## src/design/cce_pkg.sv

```systemverilog
// shared types, codes and constants of the coordinate command engine
package cce_pkg;

  // bus widths
  localparam int DataW   = 144;
  localparam int UserInW = 10;
  localparam int UserOutW = 3;
  localparam int CfgIdxW = 3;

  // command queue between front and back
  localparam int QDepth = 4;
  localparam int QPtrW  = $clog2(QDepth);
  localparam int QCntW  = $clog2(QDepth + 1);

  // feed scaling: feed * 10^9 / 582108237, done as reciprocal plus one correction
  localparam longint unsigned FeedNum   = 64'd1000000000;
  localparam longint unsigned FeedDen   = 64'd582108237;
  localparam int              FeedShift = 31;
  localparam longint unsigned FeedRecip = ((64'd1 << FeedShift) * FeedNum) / FeedDen;

  // register reset values
  localparam logic [31:0] StepsMmReset   = 32'd6553600;
  localparam logic [31:0] StepsInchReset = 32'd166461440;
  localparam logic [30:0] RapidReset     = 31'd6553600;

  // saturation bounds
  localparam logic [31:0] SatMax = 32'h7fff_ffff;
  localparam logic [31:0] SatMin = 32'h8000_0000;

  // configuration register indexes
  typedef enum logic [CfgIdxW-1:0] {
    CFG_X_MM   = 3'd0,
    CFG_Y_MM   = 3'd1,
    CFG_Z_MM   = 3'd2,
    CFG_X_INCH = 3'd3,
    CFG_Y_INCH = 3'd4,
    CFG_Z_INCH = 3'd5,
    CFG_RAPID  = 3'd6
  } cfg_idx_t;

  // incoming command codes
  typedef enum logic [4:0] {
    CMD_G00 = 5'd0,
    CMD_G01 = 5'd1,
    CMD_G10 = 5'd2,
    CMD_G11 = 5'd3,
    CMD_G20 = 5'd4,
    CMD_G21 = 5'd5,
    CMD_G28 = 5'd6,
    CMD_G29 = 5'd7,
    CMD_G90 = 5'd8,
    CMD_G91 = 5'd9,
    CMD_G92 = 5'd10,
    CMD_END = 5'd11,
    CMD_M03 = 5'd12,
    CMD_M05 = 5'd13,
    CMD_M17 = 5'd14,
    CMD_M18 = 5'd15,
    CMD_NOP = 5'd16
  } cmd_t;

  // classified operations carried through the queue
  typedef enum logic [3:0] {
    OP_RAPID,
    OP_LINEAR,
    OP_HOME_G28,
    OP_HOME_G29,
    OP_SET_OFF,
    OP_CLR_OFF,
    OP_TEACH_OFF,
    OP_INCH,
    OP_MM,
    OP_ABS,
    OP_REL,
    OP_RESULT
  } op_t;

  // result kinds
  typedef enum logic [UserOutW-1:0] {
    ACT_MOVE     = 3'd0,
    ACT_FEED     = 3'd1,
    ACT_SPINDLE  = 3'd2,
    ACT_HOME     = 3'd3,
    ACT_STEP_ON  = 3'd4,
    ACT_STEP_OFF = 3'd5,
    ACT_END      = 3'd6
  } action_t;

  // result list bits, emitted lowest first
  localparam int ResPreHome  = 0;
  localparam int ResFeed     = 1;
  localparam int ResMove     = 2;
  localparam int ResPostHome = 3;
  localparam int ResSingle   = 4;
  localparam int ResW        = 5;

  // classified command
  typedef struct packed {
    op_t              op;
    action_t          action;
    logic [2:0][31:0] val;
    logic [2:0]       has;
    logic [30:0]      feed;
    logic             feed_keep;
    logic [15:0]      spindle;
  } item_t;

  // executed command handed to the arithmetic pipeline
  typedef struct packed {
    logic [ResW-1:0]  mask;
    action_t          action;
    logic [2:0][31:0] d;
    logic [2:0][31:0] k;
    logic [30:0]      feed;
    logic [15:0]      spindle;
  } pkt_t;

  // finished command waiting for output
  typedef struct packed {
    logic [ResW-1:0]  mask;
    action_t          action;
    logic [2:0][31:0] steps;
    logic [31:0]      feed_rate;
    logic [15:0]      spindle;
  } res_t;

  // configuration registers
  typedef struct packed {
    logic [2:0][31:0] steps_mm;
    logic [2:0][31:0] steps_inch;
    logic [30:0]      rapid_feed;
  } cfg_t;

endpackage

```

## src/design/cce_queue.sv

```systemverilog
// short command queue between front and back
module cce_queue (
  input  logic           clk,
  input  logic           rst,
  input  logic           push,
  input  cce_pkg::item_t push_item,
  output logic           full,
  input  logic           pop,
  output logic           head_valid,
  output cce_pkg::item_t head_item
);

  cce_pkg::item_t                  mem [cce_pkg::QDepth];
  logic [cce_pkg::QPtrW-1:0]       wptr;
  logic [cce_pkg::QPtrW-1:0]       rptr;
  logic [cce_pkg::QCntW-1:0]       count;

  assign full       = (count == cce_pkg::QCntW'(cce_pkg::QDepth));
  assign head_valid = (count != '0);
  assign head_item  = mem[rptr];

  // pointers and fill count
  always_ff @(posedge clk) begin
    if (rst) begin
      wptr  <= '0;
      rptr  <= '0;
      count <= '0;
    end else begin
      if (push) begin
        wptr <= (wptr == cce_pkg::QPtrW'(cce_pkg::QDepth - 1)) ? '0 : wptr + 1'b1;
      end
      if (pop) begin
        rptr <= (rptr == cce_pkg::QPtrW'(cce_pkg::QDepth - 1)) ? '0 : rptr + 1'b1;
      end
      if (push && !pop) begin
        count <= count + 1'b1;
      end else if (pop && !push) begin
        count <= count - 1'b1;
      end
    end
  end

  // storage
  always_ff @(posedge clk) begin
    if (push) begin
      mem[wptr] <= push_item;
    end
  end

endmodule

```

## config.mk

```make
export PLATFORM = sky130hd
export DESIGN_NAME = cce_queue
export DESIGN_NICKNAME = d
export VERILOG_FILES = /design/src/design/cce_pkg.sv /design/src/design/cce_queue.sv
export SDC_FILE = /design/constraint.sdc
export NUM_CORES = 1
export LEC_CHECK = 0
export BUFFER_PORTS_ARGS = -buffer_cell sky130_fd_sc_hd__buf_2
export CAP_MARGIN = 40
export CELL_PAD_IN_SITES_DETAIL_PLACEMENT = 1
export CELL_PAD_IN_SITES_GLOBAL_PLACEMENT = 1
export CORE_MARGIN = 2
export CORE_UTILIZATION = 54
export DETAILED_ROUTE_END_ITERATION = 8
export GPL_ROUTABILITY_DRIVEN = 1
export PLACE_DENSITY_LB_ADDON = 0.1
export SYNTH_ARGS = -nofsm -noshare
export SYNTH_HDL_FRONTEND = slang
export SYNTH_SLANG_ARGS = --single-unit
```

## constraint.sdc

```tcl
create_clock -name clk -period 8.7 [get_ports clk]
set_input_delay 0.87 -clock clk [delete_from_list [all_inputs] [get_ports clk]]
set_output_delay 0.87 -clock clk [all_outputs]
set_load 0.05 [all_outputs]
```

# ---- After elaboration in Yosys (flattened, before gate mapping)
# Memories as Yosys holds them, arrays and structs flattened. A register that Yosys moved wholly into a read port is not among the register bits.
# Cells that the tools add are included.
dict set report word_totals {
  in_bits 158
  mem_bits_rw 616
  reg_bits 7
  wordCells 25
  output_inout_bits 156
  memories 1
}
dict set report op_classes {
  add_sub_neg 4
  eq_ne 3
  n_reduce_logical 6
  n_mux 8
}
# memory depth word_bits read_ports rd_clocked_by_memory_dff wr line_no
set mem_list {}
lappend mem_list {mem 4 154 1 1 1 cce_queue.sv:13} ;# cce_pkg::item_t mem [cce_pkg::QDepth];
# op n
set op_table {}
lappend op_table {{two-way mux 2 bit} 4}
lappend op_table {{two-way mux 3 bit} 2}
lappend op_table {{adder 2 x 1 -> 2 bit (second input constant)} 2}
lappend op_table {{equality test 2 bit (second input constant)} 2}
lappend op_table {{adder 3 x 1 -> 3 bit (second input constant)} 1}
lappend op_table {{equality test 3 bit (second input constant)} 1}
lappend op_table {{nonzero test 3 bit} 1}
lappend op_table {{subtractor 3 x 1 -> 3 bit (second input constant)} 1}
lappend op_table {{logical AND 1 bit} 2}
lappend op_table {{zero test 1 bit} 2}
lappend op_table {{two-way mux 1 bit} 2}
lappend op_table {{nonzero test 2 bit} 1}

# ---- Logic depth before layout (Yosys ltp)
# Gate-level depths: netlist (run 1).
dict set report logic_depth {
  word_depth 4
  depth_mapped 7
  mapped_depth_nobuf 7
}

# ---- Least setup slack after synthesis (run 1)
# No wires, ideal clock.
dict set report synth_path {
  path_type {input port to flip-flop}
  startpoint {input port push}
  endpoint {memory mem[0][0] (netlist name), enable pin}
  slack_ns 3.786
  setup_time_ns 0.532
  path_buffers 0
  required_time_ns 8.168
  path_stages 1
  arrival_time_ns 4.382
  path_cell_list {and2_1}
}
dict set report synth_via {
  elab_chain_len 2
}
# item line_no
set synth_rtl {}
lappend synth_rtl {{start: declaration} cce_queue.sv:5} ;# input logic push,
lappend synth_rtl {{two-way mux 1 bit} cce_queue.sv:45} ;# if (push) begin
lappend synth_rtl {{two-way mux 1 bit (implied by the code)} cce_queue.sv:46} ;# mem[wptr] <= push_item;
lappend synth_rtl {{end: declaration} cce_queue.sv:13}
# No other way between the ends.

==> results of run 1 <==
[cells by family (layout without fill, tap and decap cells)]
family / count (synthesis) / count (layout)
fa+ha+maj: 7 / 7
simple gates: 15 / 15
flops: 625 / 625
xor+xnor: 2 / 2
compound gates: 3 / 3
buf+inv: 38 / 439
other cells: 0 / 14
mux: 158 / 158
[how the worst max path moves through the flow]
stage	startpoint	endpoint	depth (start not counted)
after global placement	flop	head_item[15]	3
after detailed placement	flop	head_item[15]	4
after floorplan	push	mem[0][0]	1
after CTS	flop	head_item[147]	4
final	flop	head_item[15]	4
after global routing	flop	head_item[15]	4
[synth_stat cells]
| cell type | count |
|---|---|
| mux4_2 | 154 |
| mux2i_1 | 4 |
| xor2_1 | 2 |
| dfxtp_1 | 9 |
| or3_1 | 2 |
| buf_2 | 17 |
| buf_4 | 3 |
| buf_1 | 2 |
| clkbuf_1 | 4 |
| a21oi_1 | 2 |
| nor2_1 | 7 |
| inv_1 | 4 |
| fa_1 | 1 |
| ha_1 | 6 |
| edfxtp_1 | 616 |
| o21ai_0 | 1 |
| nor3b_1 | 2 |
| and2_1 | 4 |
| buf_6 | 8 |
[through the flow]
step	std cells	hold slack, ps	power [W]
finish	1795	469	0.00679
global route	1786	446	0.00701
CTS	1781	432	0.00687
detailed placement	1670	536	0.00442
global placement	1667	481	0.00439
floorplan	848	455	0.00418
[metal layers]
| layer | up-vias | share of wire (%) |
|---|---|---|
| met3 | 80 | 8.0 |
| li1 | 4411 | - |
| met4 | 14 | 2.5 |
| met2 | 297 | 50 |
| met1 | 5348 | 39 |
| met5 | - | 0.21 |
[layout make-up]
cell class                      count  area (um^2)  area share [%]
Inverter                            4         15.0          0.0562
Antenna cell                       14         35.0           0.131
Clock buffer                       72         1570            5.87
Multi-Input combinational cell    185         3720            13.9
Tap cell                          532          666            2.49
Sequential cell                   625        18700            69.9
Timing Repair Buffer              324         1760            6.58
Clock inverter                     39          275            1.03
[power by group through the flow]
stage               combinational, W  sequential [W]  clock, W
floorplan                   0.000625         0.00355         0
global placement            0.000838         0.00356         0
global route                0.000895         0.00351   0.00260
CTS                         0.000865         0.00350   0.00250
detailed placement          0.000862         0.00356         0
finish                      0.000853         0.00350   0.00245
[flip-flops by register name, indices dropped and copies added (netlist names), named ones only]
register,cells
rptr,2
count,3
mem,616
wptr,2
==> results.md, run 1 <==
- Flop pwr share: between 50% and 60%
- Worst slew pin tran: 938 ps
- Slew headroom: 37.5%
- Startpoint Class: flop
- Commonest non-fill, non-tap cell in the layout: edfxtp_1
- Most frequent cells in the layout: 616 x edfxtp_1, 313 x buf_2, 154 x mux4_2, 61 x clkbuf_16, 22 x clkinv_1
- Die Area: about 0.044 mm^2
- Cell taking the most area after synthesis: edfxtp_1
- Core ar.: 0.0411 mm^2
- Worst path slowest cell: buf_12
- Initial antenna violation count: 18
- Wire per inst: 26.2 um
- Max IR drop VDD: 190 uV
- Clock-pin slew on the worst setup and hold paths: 60 ps
- Worst-skew pair later-pin latency: 600 ps
- Vias: 10.2k
- Post-DP Area: 0.0249 mm^2
- Worst hold path class: in2reg
- TNS Setup: 0 ps
- PD cells: 254 mW/mm^2
- Register-to-Register Path Depth: 5
- Simple-gate share of the synthesized area: 0.348%
- Syn Nets: 1013
- I/O pin cnt: between 300 and 400
- Worst Path Required: 7830 ps
- Drt initial violations: around 690
- Global routing's busiest layer: met2
- Largest family of logic cells by synthesized area: multiplexers
- GPL Wtd Cong: 0.701
- Setup slack after layout: 4690 ps
- Total GRT Usage: between 20 and 25%
- Design area: ~0.027 mm^2
- Clk_skew: between 20 and 25 ps
- Cell chosen for the clock root: clkbuf_16
- Multiplexer share of the synthesized area: 15.5%
- Drt drc: 0
- Power Internal: between 0.005 and 0.006 W
- P_sw: ~0.0017 W
- Fraction of layout cells with a size suffix above 1: 45.0%
- Syn Inst Count: 848
- Die Span Y: 209 um
- Initial Util: 55.0%
- First-pass GRT wire length: around 70000 um
- Hold EP: mem[2][108]
- Logic gate share of total power: 12.5%
- Worst reg2reg endpoint: mem[0][147]
- Sequential-to-total area share from yosys stat: 82.5%
- Postcts setup bufs: 0
- Final nets: 1365
- Post-synth cell types: 19
- Max_cap viols: 0
- Delay-heaviest family, CP: buffers and inverters
- CTS Sinks: between 600 and 700
- Mapped cell area: 0.0226 mm^2
- Hold Path Stages: 1
- CP max stage delay: 720 ps
- Pleak: 8.95 nW
- Crit Path Max Fanout: 111
- Adder-Cell Fraction of Synth Area: 0.420%
- Synth Warn #: 0
- ANT nets after route: 0
- Fin. Hold Viols: 0
- Clk pwr share: 36.0%
- R2r startpoint: wptr[0]
- H-Tree Depth: 2
- Min-Delay Startpoint: push_item[108]
- Top cells by area, synth: edfxtp_1 82%, mux4_2 15%, dfxtp_1 0.80%
- Share of Yosys cell area claimed by the top area cell type: 81.7%
- Final Cycle Share: 46.1%
- Syn Area/Cell: between 20 and 30 um^2
- Xor/xnor share of the synthesized area: less than 1%
- Met1 layer usage reported by global route: 28.3%
- Vias in the first global route: 11.2k
- Grt met2 use: roughly 36%
- First-pass DRT Iterations: 6
- DP HPWL: 28500 um
- Largest net degree at the start of global routing: 123
- Sw Ratio: 25.1%
- Total grt overflow: 0
- RSZ-0062 raised after global routing: no
- Post-layout util: 65.0%
- FF+latch count, synth: 625
- Vias/cell: 5.65
- Worst EP arrival: ~3100 ps
- Pre-CTS WS: approximately 5200 ps
- Chip Width: 209 um
- Area Overhead vs Synth: 18.1%
- # port buffers: 313
- CTS Hold Buffers Added: 0
- Site Rows: 74
- TritonCTS buffer count: 60
- Synth Area in Compound Gates: 0.0664%
- Reg2reg setup slack: 6320 ps
- Post-CTS Resized: 0
- Crit path capture type: output port
- Final Max Slew Viols: 0
- Final setup violating endpoints: 0
- Highest Clock Rate: approximately 0.25 GHz
- Period minus WS final: 4010 ps
- # fillers: between 3k and 4k
- Buf/Inv on CP: 3
- CTS tree: yes
- Total wire length: between 40000 and 50000 um
- CTS Buffer Depth: 3
- CP cell instances: buf_16 > buf_12 > mux4_2 > buf_2
- GR Util met3: 7.42%
- Outcome: finished clean
- WS Path Type: reg2out
Note: power is estimated with default switching activity, not from simulation.
==> inputs of run 2 (changes only) <==
CORE_UTILIZATION = 50   (was 54)
clock period = 3.9 ns   (was 8.7 ns; I/O delays follow)
==> run 2 against run 1 <==
Non-clock buffer count rose by 174. Clock skew fell by 13 ps. Worst setup slack got worse by 3800 ps. Sequential power rose by 120%. Cell count rose by 12%. Register-to-register slack got worse by 4500 ps. Largest power group unchanged. Sequential share of layout area fell by 4.3 points. Worst hold slack got worse by 430 ps.
==> results.md, run 2 (synthesis gave the netlist of run 1 again) <==
- Outcome: finished clean (unchanged)
- Startpoint Class: flop (unchanged)
- Vias/cell: 5.39 (was 5.65)
- Final nets: 1539 (was 1365)
- Worst path slowest cell: dfxtp_4 (was buf_12)
- Worst Path Required: 3510 ps (was 7830 ps)
- CP max stage delay: 660 ps (was 720 ps)
- Period minus WS final: slightly below 3000 ps
- Final Cycle Share: 75.9%
- Min-Delay Startpoint: push_item[112] (was push_item[108])
- Vias in the first global route: 12.1k (was 11.2k)
- Worst EP arrival: 2570 ps (was 3140 ps)
- Drt drc: 0 (unchanged)
- Total wire length: 50400 um (was 47000 um)
- Max IR drop VDD: 449 uV (was 190 uV)
- TNS Setup: 0 ps (unchanged)
- DP HPWL: 30800 um (was 28500 um)
- CP cell instances: buf_12 > mux4_2 > buf_2 (was buf_16 > buf_12 > mux4_2 > buf_2)
- I/O pin cnt: 314 (unchanged)
- PD cells: 536 mW/mm^2 (was 254 mW/mm^2)
- Die Span Y: 217 um (was 209 um)
- ANT nets after route: 0 (unchanged)
- CTS Buffer Depth: 3 (unchanged)
- Cell chosen for the clock root: clkbuf_16 (unchanged)
- TritonCTS buffer count: 60 (unchanged)
- Crit path capture type: output port (unchanged)
- Largest register FFs: 616 (unchanged)
- Worst slew pin tran: 1000 ps (was 938 ps)
- Slew headroom: 33.0% (was 37.5%)
- WS Path Type: reg2out (unchanged)
- Clk_skew: 12.3 ps (was 24.8 ps)
- R2r startpoint: wptr[0] (unchanged)
- Worst hold path class: in2reg (unchanged)
- RSZ-0062 raised after global routing: no (unchanged)
- Worst-skew pair later-pin latency: 600 ps (about the same)
- Crit Path Max Fanout: 47 (was 111)
- Post-DP Area: 0.0251 mm^2 (was 0.0249 mm^2)
- First-pass DRT Iterations: 5 (was 6)
- Tot Pwr: 0.0153 W (was 0.00679 W)
- GPL Wtd Cong: 0.728 (was 0.701)
- Fin. Hold Viols: 0 (unchanged)
- Clock-pin slew on the worst setup and hold paths: 60 ps (about the same)
- Design area: 0.0285 mm^2 (was 0.0267 mm^2)
- Core ar.: 0.0444 mm^2 (was 0.0411 mm^2)
- Postcts setup bufs: 0 (unchanged)
- Buf/Inv on CP: 2 (was 3)
- H-Tree Depth: 2 (unchanged)
- Total GRT Usage: 21.8% (was 22.1%)
- Fraction of layout cells with a size suffix above 1: 40.9% (was 45.0%)
- Die Area: 0.0470 mm^2 (was 0.0436 mm^2)
- CTS Sinks: 625 (unchanged)
- Total grt overflow: 0 (unchanged)
- Initial Util: 50.9% (was 55.0%)
- Pleak: 9.68 nW (was 8.95 nW)
- Highest Clock Rate: 0.338 GHz
- Largest net degree at the start of global routing: 155 (was 123)
- Vias: 10.9k (was 10.2k)
- Max_cap viols: 0 (unchanged)
- Wire per inst: 25.0 um (was 26.2 um)
- First-pass GRT wire length: 75700 um (was 70800 um)
- Final Max Slew Viols: 0 (unchanged)
- Site Rows: 77 (was 74)
- Commonest non-fill, non-tap cell in the layout: edfxtp_1 (unchanged)
- Most frequent cells in the layout: 616 x edfxtp_1, 313 x buf_2, 154 x mux4_2, 152 x dlygate4sd3_1, 61 x clkbuf_16 (was 616 x edfxtp_1, 313 x buf_2, 154 x mux4_2, 61 x clkbuf_16, 22 x clkinv_1)
- Chip Width: 217 um (was 209 um)
- Final setup violating endpoints: 0 (unchanged)
- Delay-heaviest family, CP: flip-flops (was buffers and inverters)
- CTS tree: yes (unchanged)
- Area Overhead vs Synth: 25.8% (was 18.1%)
- Drt initial violations: 784 (was 685)
- Largest Register: mem (unchanged)
- Initial antenna violation count: 7 (was 18)
- # port buffers: 313 (unchanged)
- Top Registers: mem (616), count (3) (unchanged)
run 2: area by class of cell:
type | instances | area (um^2)
antenna | 5 | 12.5
clock buffer | 80 | 1600
clock inverter | 30 | 213
fill | 3664 | 15900
inverter | 4 | 15.0
multi-input combinational | 185 | 3720
sequential | 625 | 18700
tap | 592 | 741
timing repair buffer | 498 | 3480
run 2: power by group:
group	leakage, nW	switching [W]	total, W	internal [W]
clock network	0.886	0.00233	0.00538	0.00305
registers	5.73	0.000100	0.00780	0.00770
logic	3.06	0.00140	0.00207	0.000665
run 2: worst reg2reg max path, cell delays in order, from the launching register on:
cell and delay (ps):
dfxtp_1 420, ha_1 180, and2_4 610, buf_4 480
run 2: final timing paths:
check,end,slack (ps),cells past startpoint
setup / recovery,head_item[31],940,3
hold / removal,mem[1][112],40,1
hold reg to reg,flop,530,2
setup reg to reg,mem[1][71],1870,3
run 2: timing repair:
| action | CTS | global route |
|---|---|---|
| setup endpoints to repair | 0 | 0 |
| resized for setup | 0 | 0 |
| endpoints found under the hold margin | 602 | 0 |
| hold buffers | 152 | 0 |
run 2: through the flow:
stage	worst slack, ps	cells	util, %	hold slack, ps
3_5_place_dp	1500	1752	56.6	521
5_1_grt	768	2018	64.1	18.7
6_report	938	2019	64.1	37.0
3_3_place_gp	1530	1751	56.5	475
4_1_cts	838	2014	64.1	0.750
2_1_floorplan	1020	848	-	455
run 2: layer usage:
metal | GRT usage [%] | wire length (um) | vias to the layer above
li1 | - | - | 4735
met1 | 28.9 | 20400 | 5757
met2 | 36.3 | 25500 | 308
met3 | 5.84 | 3300 | 76
met4 | 5.91 | 1120 | 4
met5 | 0 | 21 | -
==> inputs of run 3 (changes only) <==
clock period = 2.8 ns   (was 3.9 ns; I/O delays follow)
==> run 3 against run 2 <==
Critical endpoint is now head_item[73]. First-iteration DRC count down 4.8%. Count of clock-buffer cells in the layout increased by 8. Wire length shrank 1.5%. Cell count grew 0.59%. Power grew 45%. Highest routed layer unchanged. Register-to-register slack worse by 890 ps. Non-clock buffer count up 11. Via count rose by 1.2%. Largest power group unchanged.
==> results.md, run 3 (synthesis gave the netlist of run 1 again) <==
- # port buffers: 313 (unchanged)
- Worst Path Required: 2520 ps (was 3510 ps)
- Site Rows: 77 (unchanged)
- Worst slew pin tran: 677 ps (was 1000 ps)
- CP max stage delay: 560 ps (was 660 ps)
- Final nets: 1551 (was 1539)
- Highest Clock Rate: around 0.38 GHz
- Clk_skew: 12.9 ps (was 12.3 ps)
- Area Overhead vs Synth: 28.0% (was 25.8%)
- Register-to-Register Path Depth: 4 (was 3)
- Worst hold path class: in2reg (unchanged)
- Worst-skew pair later-pin latency: 610 ps (was 600 ps)
- Largest Register: mem (unchanged)
- Most frequent cells in the layout: 616 x edfxtp_1, 313 x buf_2, 156 x dlygate4sd3_1, 154 x mux4_2, 63 x clkbuf_16 (was 616 x edfxtp_1, 313 x buf_2, 154 x mux4_2, 152 x dlygate4sd3_1, 61 x clkbuf_16)
- I/O pin cnt: 314 (unchanged)
- Worst EP arrival: 2380 ps (was 2570 ps)
- Drt drc: 0 (unchanged)
- RSZ-0062 raised after global routing: no (unchanged)
- CTS Sinks: 625 (unchanged)
- Die Span Y: 217 um (unchanged)
- TNS Setup: 0 ps (unchanged)
- First-pass GRT wire length: 75900 um (was 75700 um)
- CP cell instances: buf_12 > buf_12 > mux4_2 > buf_2 (was buf_12 > mux4_2 > buf_2)
- # fillers: 3611 (was 3664)
- First-pass DRT Iterations: 5 (unchanged)
- H-Tree Depth: 2 (unchanged)
- Vias in the first global route: 12.2k (was 12.1k)
- Crit Path Max Fanout: 21 (was 47)
- Slew headroom: 54.9% (was 33.0%)
- WS Path Type: reg2out (unchanged)
- Outcome: finished clean (unchanged)
- Final hold slack: 94.8 ps (was 37.0 ps)
- Max_cap viols: 0 (unchanged)
- ANT nets after route: 0 (unchanged)
- PD cells: 762 mW/mm^2 (was 536 mW/mm^2)
- Vias: 11.0k (was 10.9k)
- Vias/cell: 5.42 (was 5.39)
- Cell chosen for the clock root: clkbuf_16 (unchanged)
- Worst path slowest cell: mux4_2 (was dfxtp_4)
- GPL Wtd Cong: 0.749 (was 0.728)
- Chip Width: 217 um (unchanged)
- Crit path to: head_item[73] (was head_item[31])
- Core ar.: 0.0444 mm^2 (unchanged)
- Final Cycle Share: between 90 and 100%
- CTS Buffer Depth: 3 (unchanged)
- R2r startpoint: wptr[0] (unchanged)
- Pleak: 9.87 nW (was 9.68 nW)
- Wire per inst: 24.4 um (was 25.0 um)
- Initial antenna violation count: 4 (was 7)
- Total GRT Usage: 21.7% (was 21.8%)
- Largest register FFs: 616 (unchanged)
- Commonest non-fill, non-tap cell in the layout: edfxtp_1 (unchanged)
- Drt initial violations: 746 (was 784)
- Clock-pin slew on the worst setup and hold paths: 60 ps (about the same)
- Initial Util: 50.9% (unchanged)
- Largest net degree at the start of global routing: 78 (was 155)
- DP HPWL: 30800 um (about the same)
- Worst reg2reg endpoint: mem[2][114] (was mem[1][71])
- Period minus WS final: 2660 ps
- Final Max Slew Viols: 0 (unchanged)
- Fraction of layout cells with a size suffix above 1: 41.3% (was 40.9%)
- Startpoint Class: flop (unchanged)
- Crit path capture type: output port (unchanged)
- Cell repeated most along the worst path: buf_12
- CTS tree: yes (unchanged)
- Top Registers: mem (616), count (3) (unchanged)
- Fin. Hold Viols: 0 (unchanged)
- Max IR drop VDD: 527 uV (was 449 uV)
- Final setup violating endpoints: 0 (unchanged)
- Die Area: 0.0470 mm^2 (unchanged)
- Reg2reg setup slack: 980 ps (was 1870 ps)
- TritonCTS buffer count: 61 (was 60)
- Total grt overflow: 0 (unchanged)
- Total wire length: 49600 um (was 50400 um)
run 3: changes by cell type in the layout (fill, tap and decap cells not counted), sizes merged:
cell / change
buf: +7
bufinv: +5
clkbuf: +8
clkinv: -10
clkinvlp: +1
diode: -3
dlygate4sd3: +4
run 3: critical path, delay by kind of cell (launching register included):
family / cells / cell delay (ps)
buffers and inverters: 3 / 720
flip-flops: 1 / 460
multiplexers: 1 / 560
run 3: per-layer routing:
metal / wire [um] / up-vias / share of wire, % / GRT usage [%]
li1: - / 4769 / - / -
met1: 20200 / 5863 / 41 / 29.3
met2: 25400 / 304 / 51 / 36.2
met3: 3220 / 66 / 6.5 / 5.39
met4: 774 / 4 / 1.6 / 4.89
met5: 18 / - / 0.036 / 0
run 3: cell type report:
type | instances | area (um^2) | area share (%)
Clock buffer | 88 | 1700 | 5.87
Multi-Input combinational cell | 185 | 3720 | 12.9
Clock inverter | 26 | 327 | 1.13
Sequential cell | 625 | 18700 | 64.5
Inverter | 4 | 15.0 | 0.0518
Antenna cell | 2 | 5.00 | 0.0173
Timing Repair Buffer | 509 | 3760 | 13.0
Tap cell | 592 | 741 | 2.56
run 3: worst min path at each step:
stage | start | endpoint | slack, ps | cells after the start
after floorplan | rst | count[2] | 350 | 1
after CTS | push | wptr[0] | 50 | 3
after global routing | push | wptr[0] | 100 | 3
after detailed placement | count[2] | count[2] | 490 | 2
final | push | wptr[0] | 90 | 3
after global placement | count[2] | count[2] | 470 | 2
run 3: per-stage QoR:
step	std cells	worst slack [ps]	total power, W	util, %	area [um^2]
after global routing	2031	7.42	0.0227	65.2	29000
after global placement	1759	749	0.0138	57.1	25400
after detailed placement	1759	732	0.0138	57.1	25400
final	2031	142	0.0221	65.2	29000
after floorplan	848	715	0.0129	-	22600
after CTS	2029	57.1	0.0223	65.2	28900
run 3: what timing repair did:
item                                   4_1_cts  5_1_grt
endpoints found under the hold margin      625        0
setup endpoints to repair                    0        2
setup buffers                                0        0
gates resized for setup                      0        2
hold buffers                               156        0
run 3: where the power goes:
| group | switching [W] | internal, W | total [W] |
|---|---|---|---|
| Sequential | 0.000121 | 0.0107 | 0.0108 |
| Combinational | 0.00198 | 0.000979 | 0.00296 |
| Clock | 0.00333 | 0.00493 | 0.00827 |
